$ cat src/rtl/core/brp_pkg.sv
// brp_pkg: shared types and constants of the batch record parser.
// Stands alone; every other file in rtl/core refers to it by scoped names.

package brp_pkg;

	localparam int LENGTH_WIDTH_DEF = 32;
	localparam int VARINT_MAX_BYTES = 5;
	// 7 payload bits per varint byte
	localparam int VARINT_BITS      = 7 * VARINT_MAX_BYTES;

	localparam logic [7:0] CODE_PUT_RST          = 8'd1;
	localparam logic [7:0] CODE_DELETE_RST       = 8'd0;
	localparam logic [7:0] CODE_RANGE_DELETE_RST = 8'd15;

	typedef enum logic [2:0] {
		PH_TYPE   = 3'd0,
		PH_KEYLEN = 3'd1,
		PH_KEY    = 3'd2,
		PH_VALLEN = 3'd3,
		PH_VAL    = 3'd4,
		PH_IGNORE = 3'd5
	} phase_t;

	typedef enum logic [2:0] {
		ROLE_TYPE   = 3'd0,
		ROLE_KEYLEN = 3'd1,
		ROLE_KEY    = 3'd2,
		ROLE_VALLEN = 3'd3,
		ROLE_VAL    = 3'd4,
		ROLE_IGNORE = 3'd5
	} role_t;

	typedef enum logic [1:0] {
		KIND_PUT    = 2'd0,
		KIND_DELETE = 2'd1,
		KIND_RANGE  = 2'd2
	} kind_t;

	typedef enum logic [1:0] {
		ERR_NONE      = 2'd0,
		ERR_BAD_TYPE  = 2'd1,
		ERR_VARINT    = 2'd2,
		ERR_TRUNCATED = 2'd3
	} err_t;

	typedef enum logic [1:0] {
		CFG_CODE_PUT          = 2'd0,
		CFG_CODE_DELETE       = 2'd1,
		CFG_CODE_RANGE_DELETE = 2'd2
	} cfg_index_t;

	typedef struct packed {
		logic [7:0] data_byte;
		logic       buffer_end;
	} in_word_t;

	typedef struct packed {
		logic [7:0] byte_out;
		role_t      byte_role;
		kind_t      record_kind;
		logic       record_done;
		err_t       error_code;
	} out_word_t;

	typedef struct packed {
		logic [7:0] code_put;
		logic [7:0] code_delete;
		logic [7:0] code_range_delete;
	} cfg_codes_t;

endpackage

$ cat src/rtl/core/brp_stream_if.sv
// Valid/ready stream interfaces of the batch record parser: raw bytes in,
// labelled bytes out. Payload types come from brp_pkg.

interface brp_byte_if ();
	logic              valid;
	logic              ready;
	brp_pkg::in_word_t word;

	modport source (output valid, output word, input ready);
	modport sink   (input valid, input word, output ready);
endinterface

interface brp_label_if ();
	logic               valid;
	logic               ready;
	brp_pkg::out_word_t word;

	modport source (output valid, output word, input ready);
	modport sink   (input valid, input word, output ready);
endinterface

$ cat src/rtl/core/batch_record_parser.sv
// batch_record_parser: top level; input stage, parser and result register.
// Depends on brp_pkg, brp_stream_if.sv, brp_cfg_regs and brp_parser.
//
// Usage
//   raw_bytes carries one buffer byte per word (data_byte, buffer_end on the
//   final byte). labelled_bytes returns exactly one word per input word: the
//   byte, its role, the record kind, a record-done mark and an error code.
//   Both are valid/ready; a word moves on an edge with valid and ready high.
//   Type codes are set through cfg_we/cfg_index/cfg_data, index 0 put,
//   1 delete, 2 range delete; write them only while the block is empty.
// Timing
//   A word taken in is held in the input stage, labelled by the parser
//   and registered into the result stage when that stage is free or
//   draining. One word per cycle sustained while labelled_bytes is ready:
//   the input stage refills in the same cycle it drains, set by the
//   one-byte parser state update between the two registers.
// Reset and stalls
//   arst_n clears both stages, the parse state and sets the default codes.
//   When labelled_bytes stalls, the result holds, the input stage keeps
//   one word and raw_bytes.ready drops only once both are full.

module batch_record_parser #(
	parameter int LENGTH_WIDTH = brp_pkg::LENGTH_WIDTH_DEF
) (
	input  logic              clk,
	input  logic              arst_n,
	brp_byte_if.sink          raw_bytes,
	brp_label_if.source       labelled_bytes,
	input  logic              cfg_we,
	input  logic [1:0]        cfg_index,
	input  logic [7:0]        cfg_data
);

	// input stage
	logic               valid_s1;
	brp_pkg::in_word_t  word_s1;
	// result stage
	logic               valid_s2;
	brp_pkg::out_word_t word_s2;

	brp_pkg::cfg_codes_t codes;
	brp_pkg::out_word_t  result;
	logic                advance;
	logic                take_in;

	// word in stage 1 moves on when the result register is free or draining
	assign advance = valid_s1 && (!valid_s2 || labelled_bytes.ready);
	assign raw_bytes.ready = !valid_s1 || advance;
	assign take_in = raw_bytes.valid && raw_bytes.ready;

	brp_cfg_regs u_cfg (
		.clk       (clk),
		.arst_n    (arst_n),
		.cfg_we    (cfg_we),
		.cfg_index (cfg_index),
		.cfg_data  (cfg_data),
		.codes     (codes)
	);

	brp_parser #(
		.LENGTH_WIDTH (LENGTH_WIDTH)
	) u_parser (
		.clk     (clk),
		.arst_n  (arst_n),
		.step_en (advance),
		.in_word (word_s1),
		.codes   (codes),
		.result  (result)
	);

	// stage 1 control
	always_ff @(posedge clk or negedge arst_n) begin
		if (!arst_n) begin
			valid_s1 <= 1'b0;
		end else if (take_in) begin
			valid_s1 <= 1'b1;
		end else if (advance) begin
			valid_s1 <= 1'b0;
		end
	end

	// stage 1 payload, no reset needed
	always_ff @(posedge clk) begin
		if (take_in) begin
			word_s1 <= raw_bytes.word;
		end
	end

	// result stage control
	always_ff @(posedge clk or negedge arst_n) begin
		if (!arst_n) begin
			valid_s2 <= 1'b0;
		end else if (advance) begin
			valid_s2 <= 1'b1;
		end else if (labelled_bytes.ready) begin
			valid_s2 <= 1'b0;
		end
	end

	always_ff @(posedge clk) begin
		if (advance) begin
			word_s2 <= result;
		end
	end

	assign labelled_bytes.valid = valid_s2;
	assign labelled_bytes.word  = word_s2;

`ifndef SYNTHESIS
	a_no_overwrite: assert property (@(posedge clk) disable iff (!arst_n)
		valid_s2 && !labelled_bytes.ready |-> !advance)
		else $error("stalled result overwritten");

	a_stage1_kept: assert property (@(posedge clk) disable iff (!arst_n)
		valid_s1 && !advance |=> valid_s1 && $stable(word_s1))
		else $error("held input word lost");

	a_result_follows: assert property (@(posedge clk) disable iff (!arst_n)
		advance |=> valid_s2)
		else $error("parsed word did not reach the result stage");
`endif

endmodule

$ cat src/rtl/core/brp_cfg_regs.sv
// brp_cfg_regs: the three type-code registers and their write port.
// Uses brp_pkg for the register index codes and reset values.

module brp_cfg_regs (
	input  logic                clk,
	input  logic                arst_n,
	input  logic                cfg_we,
	input  logic [1:0]          cfg_index,
	input  logic [7:0]          cfg_data,
	output brp_pkg::cfg_codes_t codes
);

	brp_pkg::cfg_codes_t codes_q;

	always_ff @(posedge clk or negedge arst_n) begin
		if (!arst_n) begin
			codes_q.code_put          <= brp_pkg::CODE_PUT_RST;
			codes_q.code_delete       <= brp_pkg::CODE_DELETE_RST;
			codes_q.code_range_delete <= brp_pkg::CODE_RANGE_DELETE_RST;
		end else if (cfg_we) begin
			case (cfg_index)
				brp_pkg::CFG_CODE_PUT:          codes_q.code_put          <= cfg_data;
				brp_pkg::CFG_CODE_DELETE:       codes_q.code_delete       <= cfg_data;
				brp_pkg::CFG_CODE_RANGE_DELETE: codes_q.code_range_delete <= cfg_data;
				default: ; // unused index, write dropped
			endcase
		end
	end

	assign codes = codes_q;

endmodule

$ cat src/rtl/core/brp_parser.sv
// brp_parser: record parse state and the per-byte labelling logic.
// Uses brp_pkg types; state advances on step_en, result is combinational.

module brp_parser #(
	parameter int LENGTH_WIDTH = brp_pkg::LENGTH_WIDTH_DEF
) (
	input  logic                clk,
	input  logic                arst_n,
	input  logic                step_en,
	input  brp_pkg::in_word_t   in_word,
	input  brp_pkg::cfg_codes_t codes,
	output brp_pkg::out_word_t  result
);

	localparam int VB = brp_pkg::VARINT_BITS;

	brp_pkg::phase_t         phase_q, phase_n;
	brp_pkg::kind_t          kind_q, kind_n;
	logic [LENGTH_WIDTH-1:0] accum_q, accum_n;
	logic [LENGTH_WIDTH-1:0] rem_q, rem_n;
	logic [2:0]              cnt_q, cnt_n;

	logic [VB-1:0]           group_shifted;
	logic [LENGTH_WIDTH-1:0] accum_upd;
	logic [LENGTH_WIDTH-1:0] rem_dec;
	logic [2:0]              cnt_inc;
	logic                    is_key;

	brp_pkg::role_t role;
	brp_pkg::kind_t kind_out;
	brp_pkg::err_t  err;
	logic           done;

	// 7-bit group placed at 7 * count; count never exceeds 4 in a length phase
	assign group_shifted = VB'(in_word.data_byte[6:0]) << (6'(cnt_q) * 6'd7);
	assign accum_upd     = accum_q | group_shifted[LENGTH_WIDTH-1:0];
	assign cnt_inc       = cnt_q + 3'd1;
	assign rem_dec       = rem_q - LENGTH_WIDTH'(1);
	assign is_key        = (phase_q == brp_pkg::PH_KEYLEN) || (phase_q == brp_pkg::PH_KEY);

	always_comb begin
		phase_n  = phase_q;
		kind_n   = kind_q;
		accum_n  = accum_q;
		rem_n    = rem_q;
		cnt_n    = cnt_q;
		role     = brp_pkg::ROLE_IGNORE;
		kind_out = brp_pkg::KIND_PUT;
		err      = brp_pkg::ERR_NONE;
		done     = 1'b0;

		case (phase_q)
			brp_pkg::PH_TYPE: begin
				role = brp_pkg::ROLE_TYPE;
				// put code wins over delete, delete over range delete
				if (in_word.data_byte == codes.code_put) begin
					kind_n = brp_pkg::KIND_PUT;
				end else if (in_word.data_byte == codes.code_delete) begin
					kind_n = brp_pkg::KIND_DELETE;
				end else if (in_word.data_byte == codes.code_range_delete) begin
					kind_n = brp_pkg::KIND_RANGE;
				end else begin
					err = brp_pkg::ERR_BAD_TYPE;
				end
				if (err == brp_pkg::ERR_NONE) begin
					kind_out = kind_n;
					phase_n  = brp_pkg::PH_KEYLEN;
					accum_n  = '0;
					cnt_n    = '0;
				end else begin
					kind_n  = kind_q;
					phase_n = brp_pkg::PH_IGNORE;
				end
			end
			brp_pkg::PH_KEYLEN, brp_pkg::PH_VALLEN: begin
				role     = is_key ? brp_pkg::ROLE_KEYLEN : brp_pkg::ROLE_VALLEN;
				kind_out = kind_q;
				accum_n  = accum_upd;
				cnt_n    = cnt_inc;
				if (in_word.data_byte[7]) begin
					if (cnt_inc >= 3'(brp_pkg::VARINT_MAX_BYTES)) begin
						err     = brp_pkg::ERR_VARINT;
						phase_n = brp_pkg::PH_IGNORE;
					end
				end else if (accum_upd != '0) begin
					rem_n   = accum_upd;
					phase_n = is_key ? brp_pkg::PH_KEY : brp_pkg::PH_VAL;
				end else if (is_key && kind_q != brp_pkg::KIND_DELETE) begin
					// empty key, value length follows
					phase_n = brp_pkg::PH_VALLEN;
					accum_n = '0;
					cnt_n   = '0;
				end else begin
					phase_n = brp_pkg::PH_TYPE;
					done    = 1'b1;
				end
			end
			brp_pkg::PH_KEY, brp_pkg::PH_VAL: begin
				role     = is_key ? brp_pkg::ROLE_KEY : brp_pkg::ROLE_VAL;
				kind_out = kind_q;
				rem_n    = rem_dec;
				if (rem_dec == '0) begin
					if (is_key && kind_q != brp_pkg::KIND_DELETE) begin
						phase_n = brp_pkg::PH_VALLEN;
						accum_n = '0;
						cnt_n   = '0;
					end else begin
						phase_n = brp_pkg::PH_TYPE;
						done    = 1'b1;
					end
				end
			end
			default: begin
				role = brp_pkg::ROLE_IGNORE;
			end
		endcase

		if (in_word.buffer_end) begin
			if (err == brp_pkg::ERR_NONE && !done && role != brp_pkg::ROLE_IGNORE) begin
				err = brp_pkg::ERR_TRUNCATED;
			end
			phase_n = brp_pkg::PH_TYPE;
			kind_n  = brp_pkg::KIND_PUT;
			accum_n = '0;
			rem_n   = '0;
			cnt_n   = '0;
		end
	end

	always_ff @(posedge clk or negedge arst_n) begin
		if (!arst_n) begin
			phase_q <= brp_pkg::PH_TYPE;
			kind_q  <= brp_pkg::KIND_PUT;
			accum_q <= '0;
			rem_q   <= '0;
			cnt_q   <= '0;
		end else if (step_en) begin
			phase_q <= phase_n;
			kind_q  <= kind_n;
			accum_q <= accum_n;
			rem_q   <= rem_n;
			cnt_q   <= cnt_n;
		end
	end

	assign result.byte_out    = in_word.data_byte;
	assign result.byte_role   = role;
	assign result.record_kind = kind_out;
	assign result.record_done = done;
	assign result.error_code  = err;

`ifndef SYNTHESIS
	a_end_clears: assert property (@(posedge clk) disable iff (!arst_n)
		step_en && in_word.buffer_end |=> phase_q == brp_pkg::PH_TYPE && cnt_q == '0
			&& rem_q == '0)
		else $error("parse state not cleared after buffer end");

	a_done_clean: assert property (@(posedge clk) disable iff (!arst_n)
		result.record_done |-> result.error_code == brp_pkg::ERR_NONE)
		else $error("record marked done with an error");

	a_ignore_quiet: assert property (@(posedge clk) disable iff (!arst_n)
		result.byte_role == brp_pkg::ROLE_IGNORE |-> result.record_kind == brp_pkg::KIND_PUT
			&& !result.record_done && result.error_code == brp_pkg::ERR_NONE)
		else $error("ignored byte carries labels");

	a_varint_bound: assert property (@(posedge clk) disable iff (!arst_n)
		(phase_q == brp_pkg::PH_KEYLEN || phase_q == brp_pkg::PH_VALLEN)
			|-> cnt_q < 3'(brp_pkg::VARINT_MAX_BYTES))
		else $error("varint byte count out of range");

	a_field_nonempty: assert property (@(posedge clk) disable iff (!arst_n)
		(phase_q == brp_pkg::PH_KEY || phase_q == brp_pkg::PH_VAL) |-> rem_q != '0)
		else $error("key or value phase with nothing left");
`endif

endmodule
$ cat src/flat_wrapper.sv
// flat-port wrapper written by rule: the top's interface ports become plain ports
module batch_record_parser_flat 
#(
	parameter int LENGTH_WIDTH = brp_pkg::LENGTH_WIDTH_DEF
)
  (clk, arst_n, cfg_we, cfg_index, cfg_data, raw_bytes_valid, raw_bytes_word, raw_bytes_ready, labelled_bytes_valid, labelled_bytes_word, labelled_bytes_ready);
  brp_byte_if raw_bytes_i ();
  brp_label_if labelled_bytes_i ();
  input  logic clk;
  input  logic arst_n;
  input  logic cfg_we;
  input  logic [1:0] cfg_index;
  input  logic [7:0] cfg_data;
  input wire logic [$bits(raw_bytes_i.valid)-1:0] raw_bytes_valid;
  input wire logic [$bits(raw_bytes_i.word)-1:0] raw_bytes_word;
  output wire logic [$bits(raw_bytes_i.ready)-1:0] raw_bytes_ready;
  output wire logic [$bits(labelled_bytes_i.valid)-1:0] labelled_bytes_valid;
  output wire logic [$bits(labelled_bytes_i.word)-1:0] labelled_bytes_word;
  input wire logic [$bits(labelled_bytes_i.ready)-1:0] labelled_bytes_ready;
  assign raw_bytes_i.valid = raw_bytes_valid;
  assign raw_bytes_i.word = raw_bytes_word;
  assign raw_bytes_ready = raw_bytes_i.ready;
  assign labelled_bytes_valid = labelled_bytes_i.valid;
  assign labelled_bytes_word = labelled_bytes_i.word;
  assign labelled_bytes_i.ready = labelled_bytes_ready;
  batch_record_parser #(.LENGTH_WIDTH(LENGTH_WIDTH)) u_core (.clk(clk), .arst_n(arst_n), .raw_bytes(raw_bytes_i), .labelled_bytes(labelled_bytes_i), .cfg_we(cfg_we), .cfg_index(cfg_index), .cfg_data(cfg_data));
endmodule
$ cat config.mk
export PLATFORM = sky130hd
export DESIGN_NAME = batch_record_parser_flat
export DESIGN_NICKNAME = d
export VERILOG_FILES = /design/src/rtl/core/brp_pkg.sv /design/src/rtl/core/brp_stream_if.sv /design/src/rtl/core/batch_record_parser.sv /design/src/rtl/core/brp_cfg_regs.sv /design/src/rtl/core/brp_parser.sv /design/src/flat_wrapper.sv
export SDC_FILE = /design/constraint.sdc
export NUM_CORES = 1
export LEC_CHECK = 0
export CAP_MARGIN = 20
export CORE_AREA = 2 2 145 147
export DETAILED_ROUTE_END_ITERATION = 12
export DIE_AREA = 0 0 147 149
export DONT_BUFFER_PORTS = 1
export SETUP_SLACK_MARGIN = 0.15
export SLEW_MARGIN = 30
export SYNTH_ARGS = -nofsm -noshare
export SYNTH_HDL_FRONTEND = slang
export SYNTH_SLANG_ARGS = --single-unit
export TNS_END_PERCENT = 50
$ cat constraint.sdc
create_clock -name clk -period 3.5 [get_ports clk]
set_input_delay 0.525 -clock clk [delete_from_list [all_inputs] [get_ports clk]]
set_output_delay 0.525 -clock clk [all_outputs]
set_load 0.05 [all_outputs]
==> results of run 1 <==
[sequential cells by signal, summed over array words and instances (netlist names)]
| name | flops |
|---|---|
| u_core.u_parser.accum_q | 32 |
| u_core.u_parser.rem_q | 32 |
| u_core.u_cfg.codes | 24 |
| u_core.labelled_bytes.word | 16 |
| u_core.word_s1 | 9 |
| u_core.u_parser.cnt_q | 3 |
| u_core.u_parser.phase_q | 3 |
| u_core.u_parser.kind_q | 2 |
| u_core.labelled_bytes.valid | 1 |
| u_core.valid_s1 | 1 |
[power by group]
part | internal [mW] | switching (mW) | total, mW
clock | 1.06 | 0.718 | 1.78
sequential | 1.76 | 0.400 | 2.16
combinational | 1.76 | 2.38 | 4.15
[layout make-up]
cell class	count	share of cell area
Clock inverter	14	0.01912
Tap cell	275	0.04107
Inverter	12	0.005376
Multi-Input combinational cell	548	0.4237
Sequential cell	123	0.3832
Clock buffer	18	0.05122
Timing Repair Buffer	73	0.07631
[metrics by stage]
stage / utilization / hold slack, ps / cell area, um^2 / power [mW] / worst slack, ps
final: 0.4075 / 32.46 / 8378 / 8.089 / 250.3
after CTS: 0.4030 / 53.82 / 8285 / 7.876 / 163.3
after global placement: 0.3722 / 237.7 / 7652 / 5.999 / 183.1
after detailed placement: 0.3724 / 237.2 / 7656 / 6.010 / 106.1
after global routing: 0.4075 / 74.13 / 8378 / 8.601 / 133.7
after floorplan: - / 229.4 / 6974 / 4.665 / 171.3
[worst max-delay path, delay by kind of cell (launching register included)]
family          cells  cell delay, ps
simple gates        4            1590
flops               1             440
compound gates      2             420
mux                 1             340
buf+inv             1             170
xor+xnor            1             160
[placed cells by master, fill, tap and decap left out, types with 25 or more instances in the layout]
cell,instances
dfrtp_1,92
mux2_2,35
nor3_1,26
o21ai_0,65
xor2_1,26
buf_4,66
a31oi_1,31
nand2_1,36
nor2_1,86
a21oi_1,58
edfxtp_1,25
[worst paths after layout]
check | from | to | cells after the start
max | u_core.u_parser.rem_q[25] | u_core.u_parser.accum_q[6] | 9
min | arst_n | u_core.u_parser.accum_q[30] | 1
max reg2reg | u_core.u_parser.rem_q[25] | u_core.u_parser.accum_q[6] | 9
min reg2reg | u_core.valid_s1 | u_core.labelled_bytes.valid | 1
max in group asynchronous | arst_n | u_core.u_parser.rem_q[25] | 1
min in group clk | raw_bytes_word[2] | u_core.word_s1[2] | 0
[logic make-up (layout without fill, tap and decap cells)]
family | after synthesis | in the layout | synth area share
simple gates | 258 | 258 | 0.1979
compound gates | 218 | 218 | 0.1920
flops | 123 | 123 | 0.4607
buf+inv | 66 | 117 | 0.04131
mux | 37 | 37 | 0.06088
xor+xnor | 31 | 31 | 0.04005
fa+ha+maj | 4 | 4 | 0.007184
[routing by layer]
layer	wire length, um	share of wire	track usage
met5	0	0	0
met4	340	0.017	0.06154
met3	1325	0.065	0.03823
met2	9300	0.46	0.2962
met1	9331	0.46	0.2649
[repair_timing]
item	CTS	global route
pin swaps	0	3
setup buffers	0	3
setup endpoints to repair	8	38
gates resized for setup	2	9
hold endpoints to repair	98	0
hold buffers	1	0
cloned	0	1
==> metrics.cfg, run 1 <==
[run_status]
outcome = complete, no violations

[worst_setup_path]
critPathLaunchType = flop
critPathKind = flop to flop
crit_fanout = 6
arrival_ps = 3550
cp_slowest_cell = or4_4
cp_cell_sequence = or4_4, or4_1, or4_4, xnor2_2, a211oi_2, and3_1, a31o_4, buf_4, mux2_2
r2r_slack_ps = 250
max_stage_delay_ps = 540
cpMostUsedCell = or4_4
end_kind = flop
required_ps = 3800

[die]
start_util = 0.3389
dieArea_mm2 = 0.02190
dieHeight_um = 149
ios = 42
die_w_um = 147
num_rows = 53
core_area_mm2 = 0.02056

[sta]
finalSetupViolCount = 0
rsz0062_at_grt = true
finalHoldViolations = 0
timing.final.crit_period_ps = 3250
fmax_mhz = 307.7
skew_ps = 7.364
timing.max_slew.rel_slack = 0.5540
drv_slew = 0
worst-slew-pin-transition_ps = 663.8
tns_ps = 0
finalCritPeriodShare = 0.9285

[run]
max-cap-violations = 0

[routing]
drc_errors = 0
routed_wl_um = 20300
drt-pass1-iter-count = 5
via_per_inst = 5.671
drt_iter0_markers = 550
vias = 6028
drtAntennaViolNets = 0
routedWlPerCell_um = 19.10

[place]
dp_cells = 1026
io_buffer_count = 0
place_congestion = 0.8799
hpwlAfterDp_um = 13910

[cts]
clockBufferDepth = 2
clkLatencyLatePin_ps = 420
cts_root_buffer = clkbuf_16
clk_pin_slew_ps = 60
cts_buffers = 17
cts_tree = done
h-tree-depth = 4
cts.sinks = 123

[final_layout]
drive_gt1_frac = 0.2183
areaGrowthSynthToFinish_pct = 20.26
fillers = 2055
multiInputGateArea_mm2 = 0.003550
seq_area_mm2 = 0.003211
instances_no_fill = 1063
fin_nets = 803
insertedDiodeCount = 0

[synth]
synth_most_common_cell = dfrtp_1
yosysWarnings = 0
syn_area_per_cell_um2 = 9.453
yosysTopAreaCellShare = 0.3341
yosys-top-cells-count = dfrtp_1 (93), nor2_1 (86), o21ai_0 (65), a21oi_1 (61), clkbuf_1 (39)
synth_cell_types = 76
synth_area_leaders = dfrtp_1 (33%), edfxtp_1 (11%), mux2_2 (5.7%), o21ai_0 (4.7%), nor2_1 (4.6%)
synth_edf_count = 25
ys_ff_latch = 123
netlist_area_mm2 = 0.006967
async_flop_share = 0.7967
synthCells = 737
synth_fp_nets = 765
yosysTopAreaCell = dfrtp_1
yosysSeqAreaShare = 0.4607
synth_ff_type = dfrtp_1

[grt]
track_usage = 0.1894
grt_pass1_wl_um = 32350
grt_max_degree = 99
grt_pass1_vias = 5826
antenna_found_initial = 0
gr-total-overflow = 0

[pwr]
ir_drop_mv = 0.4305
power-per-cell-area_mw_per_mm2 = 965.5
p_leak_nw = 3.550

[hold_path]
min_path_type = input port to async pin

(Power assumes the default switching activity.)
==> run 2: changes to the inputs <==
BUFFER_PORTS_ARGS = -buffer_cell sky130_fd_sc_hd__buf_2   (was default)
DONT_BUFFER_PORTS = default   (was 1)
==> metrics.cfg, run 2 (synthesized netlist as in run 1, its figures left out) <==
[final_layout]
seq_area_mm2 = 0.003212
utilization = 0.4177
fin_nets = 842
most-common-layout-cells = dfrtp_1 (91), nor2_1 (86), o21ai_0 (65)
insertedDiodeCount = 0
final_common_cell = dfrtp_1
final_area_mm2 = 0.008586
multiInputGateArea_mm2 = 0.003570
areaGrowthSynthToFinish_pct = 23.24
instances_no_fill = 1102
drive_gt1_frac = 0.2636
fillers = 2027

[cts]
cts_buffers = 17
cts.sinks = 123
h-tree-depth = 4
cts_tree = done
clk_pin_slew_ps = 60
cts_root_buffer = clkbuf_16
clockBufferDepth = 2
clkLatencyLatePin_ps = 420

[routing]
drt-pass1-iter-count = 7
routedWlPerCell_um = 18.34
drc_errors = 0
vias = 6181
via_per_inst = 5.609
drtAntennaViolNets = 0
drt_iter0_markers = 647
routed_wl_um = 20220

[worst_setup_path]
end_kind = flop
critPathLaunchType = flop
required_ps = 3800
arrival_ps = 3540
critPathKind = flop to flop
crit_fanout = 7

[place]
place_ws_ps = 125.8
dpl-instance-area_mm2 = 0.007825
place_congestion = 0.8720
dp_cells = 1059
io_buffer_count = 41
hpwlAfterDp_um = 13990

[die]
die_w_um = 147
dieHeight_um = 149
core_area_mm2 = 0.02056
start_util = 0.3389
dieArea_mm2 = 0.02190
num_rows = 53
ios = 42

[sta]
tns_ps = 0
fmax_mhz = 308.6
worst_slack_ps = 259.1
timing.max_slew.rel_slack = 0.3364
finalHoldViolations = 0
timing.final.crit_period_ps = 3241
finalCritPeriodShare = 0.9260
rsz0062_at_grt = true
finalSetupViolCount = 0
drv_slew = 0
whs_ps = 113.1
worst-slew-pin-transition_ps = 993.0
skew_ps = 6.243

[run]
max-cap-violations = 0

[grt]
grt_max_degree = 58
grt_pass1_vias = 5855
antenna_found_initial = 0
gr-total-overflow = 0
grt_pass1_wl_um = 32110
track_usage = 0.1865

[pwr]
swShare = 0.4340
ir_drop_mv = 0.4635
switchingPower_mw = 3.493
power_frac_seq = 0.260
clockPowerShare = 0.204
p_comb_frac = 0.537
power_mw = 8.047
p_leak_nw = 3.698
power-per-cell-area_mw_per_mm2 = 937.3
p_int_mw = 4.554

[hold_path]
min_path_type = input port to async pin

[run_status]
outcome = complete, no violations

## run 2: path summary, 6_finish.rpt
path / from / to / slack [ps] / depth (start not counted)
max in group asynchronous: arst_n / u_core.u_cfg.codes[16] / 2630 / 2
setup / recovery: u_core.u_parser.rem_q[26] / u_core.u_parser.accum_q[6] / 260 / 9
min in group clk: raw_bytes_word[1] / u_core.word_s1[1] / 280 / 1
hold / removal: arst_n / u_core.u_parser.accum_q[16] / 110 / 1
setup reg to reg: u_core.u_parser.rem_q[26] / u_core.u_parser.accum_q[6] / 260 / 9
hold reg to reg: u_core.valid_s1 / u_core.labelled_bytes.valid / 490 / 1
## run 2: what timing repair did
item,CTS,global route
gates resized for setup,2,20
pin swaps,0,7
cloned,0,2
hold buffers,0,0
buffers inserted,0,9
endpoints found under the setup margin,11,41
## run 2: area by class of cell
cell class,instances,area share
Multi-Input combinational cell,548,0.4158
Sequential cell,123,0.3741
Timing Repair Buffer,112,0.1008
Clock buffer,18,0.05115
Tap cell,275,0.04008
Clock inverter,14,0.01282
Inverter,12,0.005246
## run 2: routing by layer
layer / part of all wire / GRT usage / routed length, um / up-vias
met2: 0.46 / 0.2930 / 9335 / 220
met3: 0.054 / 0.04190 / 1101 / 22
met1: 0.47 / 0.2614 / 9495 / 3046
met4: 0.014 / 0.05096 / 283 / 0
met5: 0 / 0 / 0 / -
li1: - / - / - / 2893
## run 2: critical path: stages, from the launching register on
cell,delay [ps]
dfrtp_1,430
or4_4,520
or4_1,400
or4_4,440
xnor2_2,170
a211oi_4,250
and3_4,210
a31o_4,220
buf_6,150
mux2_2,330
## run 2: power by group through the flow
| stage | registers (mW) | clock network [mW] | logic (mW) |
|---|---|---|---|
| floorplan | 2.02 | 0 | 2.64 |
| global placement | 2.09 | 0 | 3.88 |
| detailed placement | 2.09 | 0 | 3.89 |
| CTS | 2.07 | 1.67 | 3.91 |
| global route | 2.13 | 1.74 | 4.71 |
| finish | 2.09 | 1.64 | 4.32 |
==> run 3: changes to the inputs <==
CORE_AREA = 2 2 122 124   (was 2 2 145 147)
DIE_AREA = 0 0 124 126   (was 0 0 147 149)
PLACE_DENSITY = 0.69   (was default)
==> metrics.cfg, run 3 (synthesized netlist as in run 1, its figures left out) <==
[place]
hpwlAfterDp_um = 13780
place_ws_ps = 66.66
io_buffer_count = 41
dp_cells = 968
place_congestion = 0.9036

[die]
core_area_mm2 = 0.01431
dieArea_mm2 = 0.01562
ios = 42
die_w_um = 124
start_util = 0.4867
dieHeight_um = 126
num_rows = 44

[pwr]
p_comb_frac = 0.531
power-per-cell-area_mw_per_mm2 = 961.1
swShare = 0.4274
ir_drop_mv = 0.4493
power_frac_seq = 0.253
p_int_mw = 4.738
switchingPower_mw = 3.537
power_mw = 8.276
clockPowerShare = 0.215
p_leak_nw = 3.721

[sta]
rsz0062_at_grt = true
tns_ps = 0
fmax_mhz = 303.3
whs_ps = 190.6
timing.max_slew.rel_slack = 0.3657
worst-slew-pin-transition_ps = 949.2
drv_slew = 0
worst_slack_ps = 202.6
finalHoldViolations = 0
timing.final.crit_period_ps = 3297
finalSetupViolCount = 0
skew_ps = 11.44
finalCritPeriodShare = 0.9421

[final_layout]
final_common_cell = dfrtp_1
areaGrowthSynthToFinish_pct = 23.60
most-common-layout-cells = dfrtp_1 (92), nor2_1 (84), o21ai_0 (65)
fin_nets = 840
insertedDiodeCount = 0
drive_gt1_frac = 0.2679
instances_no_fill = 1009

[worst_setup_path]
cpMostUsedCell = or4_4
arrival_ps = 3600
crit_fanout = 12
cp_cell_sequence = or4_4, or4_1, or4_4, xnor2_4, a211oi_4, and3_1, a31o_4, buf_4, clkbuf_16, a31oi_1, nor2_1
r2r_slack_ps = 200
crit_family = simple AND/OR/NAND/NOR gates
required_ps = 3810
end_kind = flop
path_buf_inv = 2
r2r_cells = 11
cp.depth = 11
max_stage_delay_ps = 560
critPathLaunchType = flop
cp_slowest_cell = or4_4
rr_endpoint = u_core.u_parser.accum_q[23]
critPathKind = flop to flop
r2r-start = u_core.u_parser.rem_q[25]

[run_status]
outcome = complete, no violations

[routing]
drc_errors = 0
routed_wl_um = 19960
drt-pass1-iter-count = 5
via_per_inst = 6.229
vias = 6285
drtAntennaViolNets = 0
routedWlPerCell_um = 19.78
drt_iter0_markers = 660

[hold_path]
min_path_type = input port to async pin

[grt]
grt_pass1_vias = 6146
grt_max_degree = 61
grt_pass1_wl_um = 31690
track_usage = 0.2616
antenna_found_initial = 0
gr-total-overflow = 0

[cts]
clkLatencyLatePin_ps = 420
cts_root_buffer = clkbuf_16
cts_tree = done
h-tree-depth = 4
cts.sinks = 123
clk_pin_slew_ps = 60
clockBufferDepth = 2
cts_buffers = 17

[run]
max-cap-violations = 0

[run 3: cell count changes in the layout (fill, tap and decap cells not counted), sizes merged]
cell | before | now
bufinv | 0 | 3
clkinv | 6 | 9
inv | 18 | 13
buf | 110 | 108
clkinvlp | 2 | 1
[run 3: final cells by class]
type | instances | area, um^2
fill | 1199 | 5703
multi-input combinational | 548 | 3681
sequential | 123 | 3211
timing repair buffer | 110 | 842.1
clock buffer | 18 | 429.2
tap | 184 | 230.2
clock inverter | 14 | 172.7
inverter | 12 | 45.04
[run 3: timing repair]
action | 4_1_cts | 5_1_grt
pin swaps | 0 | 17
gates resized for setup | 5 | 31
gates cloned | 0 | 2
hold buffers | 0 | 0
endpoints found under the setup margin | 25 | 68
setup buffers | 0 | 7
[run 3: worst max path at each step]
stage	from	to	slack, ps
after floorplan	u_core.u_parser.rem_q[0]	u_core.u_parser.accum_q[0]	170
after global placement	u_core.u_parser.cnt_q[1]	u_core.u_parser.rem_q[25]	90
after detailed placement	u_core.u_parser.cnt_q[1]	u_core.u_parser.rem_q[9]	70
after CTS	u_core.u_parser.accum_q[9]	u_core.u_parser.accum_q[28]	180
after global routing	u_core.u_parser.rem_q[0]	u_core.u_parser.accum_q[23]	60
final	u_core.u_parser.rem_q[25]	u_core.u_parser.accum_q[23]	200
[run 3: per-stage QoR]
step	area, um^2	utilization
floorplan	6974	-
global route	8611	0.6016
detailed placement	7686	0.5370
global placement	7686	0.5370
CTS	8318	0.5811
finish	8611	0.6016
[run 3: per-layer routing]
layer	up-vias	track usage	part of all wire
met5	-	0	0
met4	0	0.09914	0.027
met3	49	0.04801	0.058
met2	246	0.4066	0.48
met1	3103	0.3645	0.44
li1	2887	-	-
[run 3: power by group through the flow]
stage	clock, mW	sequential [mW]	combinational (mW)
2_1_floorplan	0	2.02	2.64
3_3_place_gp	0	2.08	3.84
3_5_place_dp	0	2.09	3.89
4_1_cts	1.81	2.07	3.97
5_1_grt	1.89	2.14	4.75
6_report	1.78	2.10	4.40
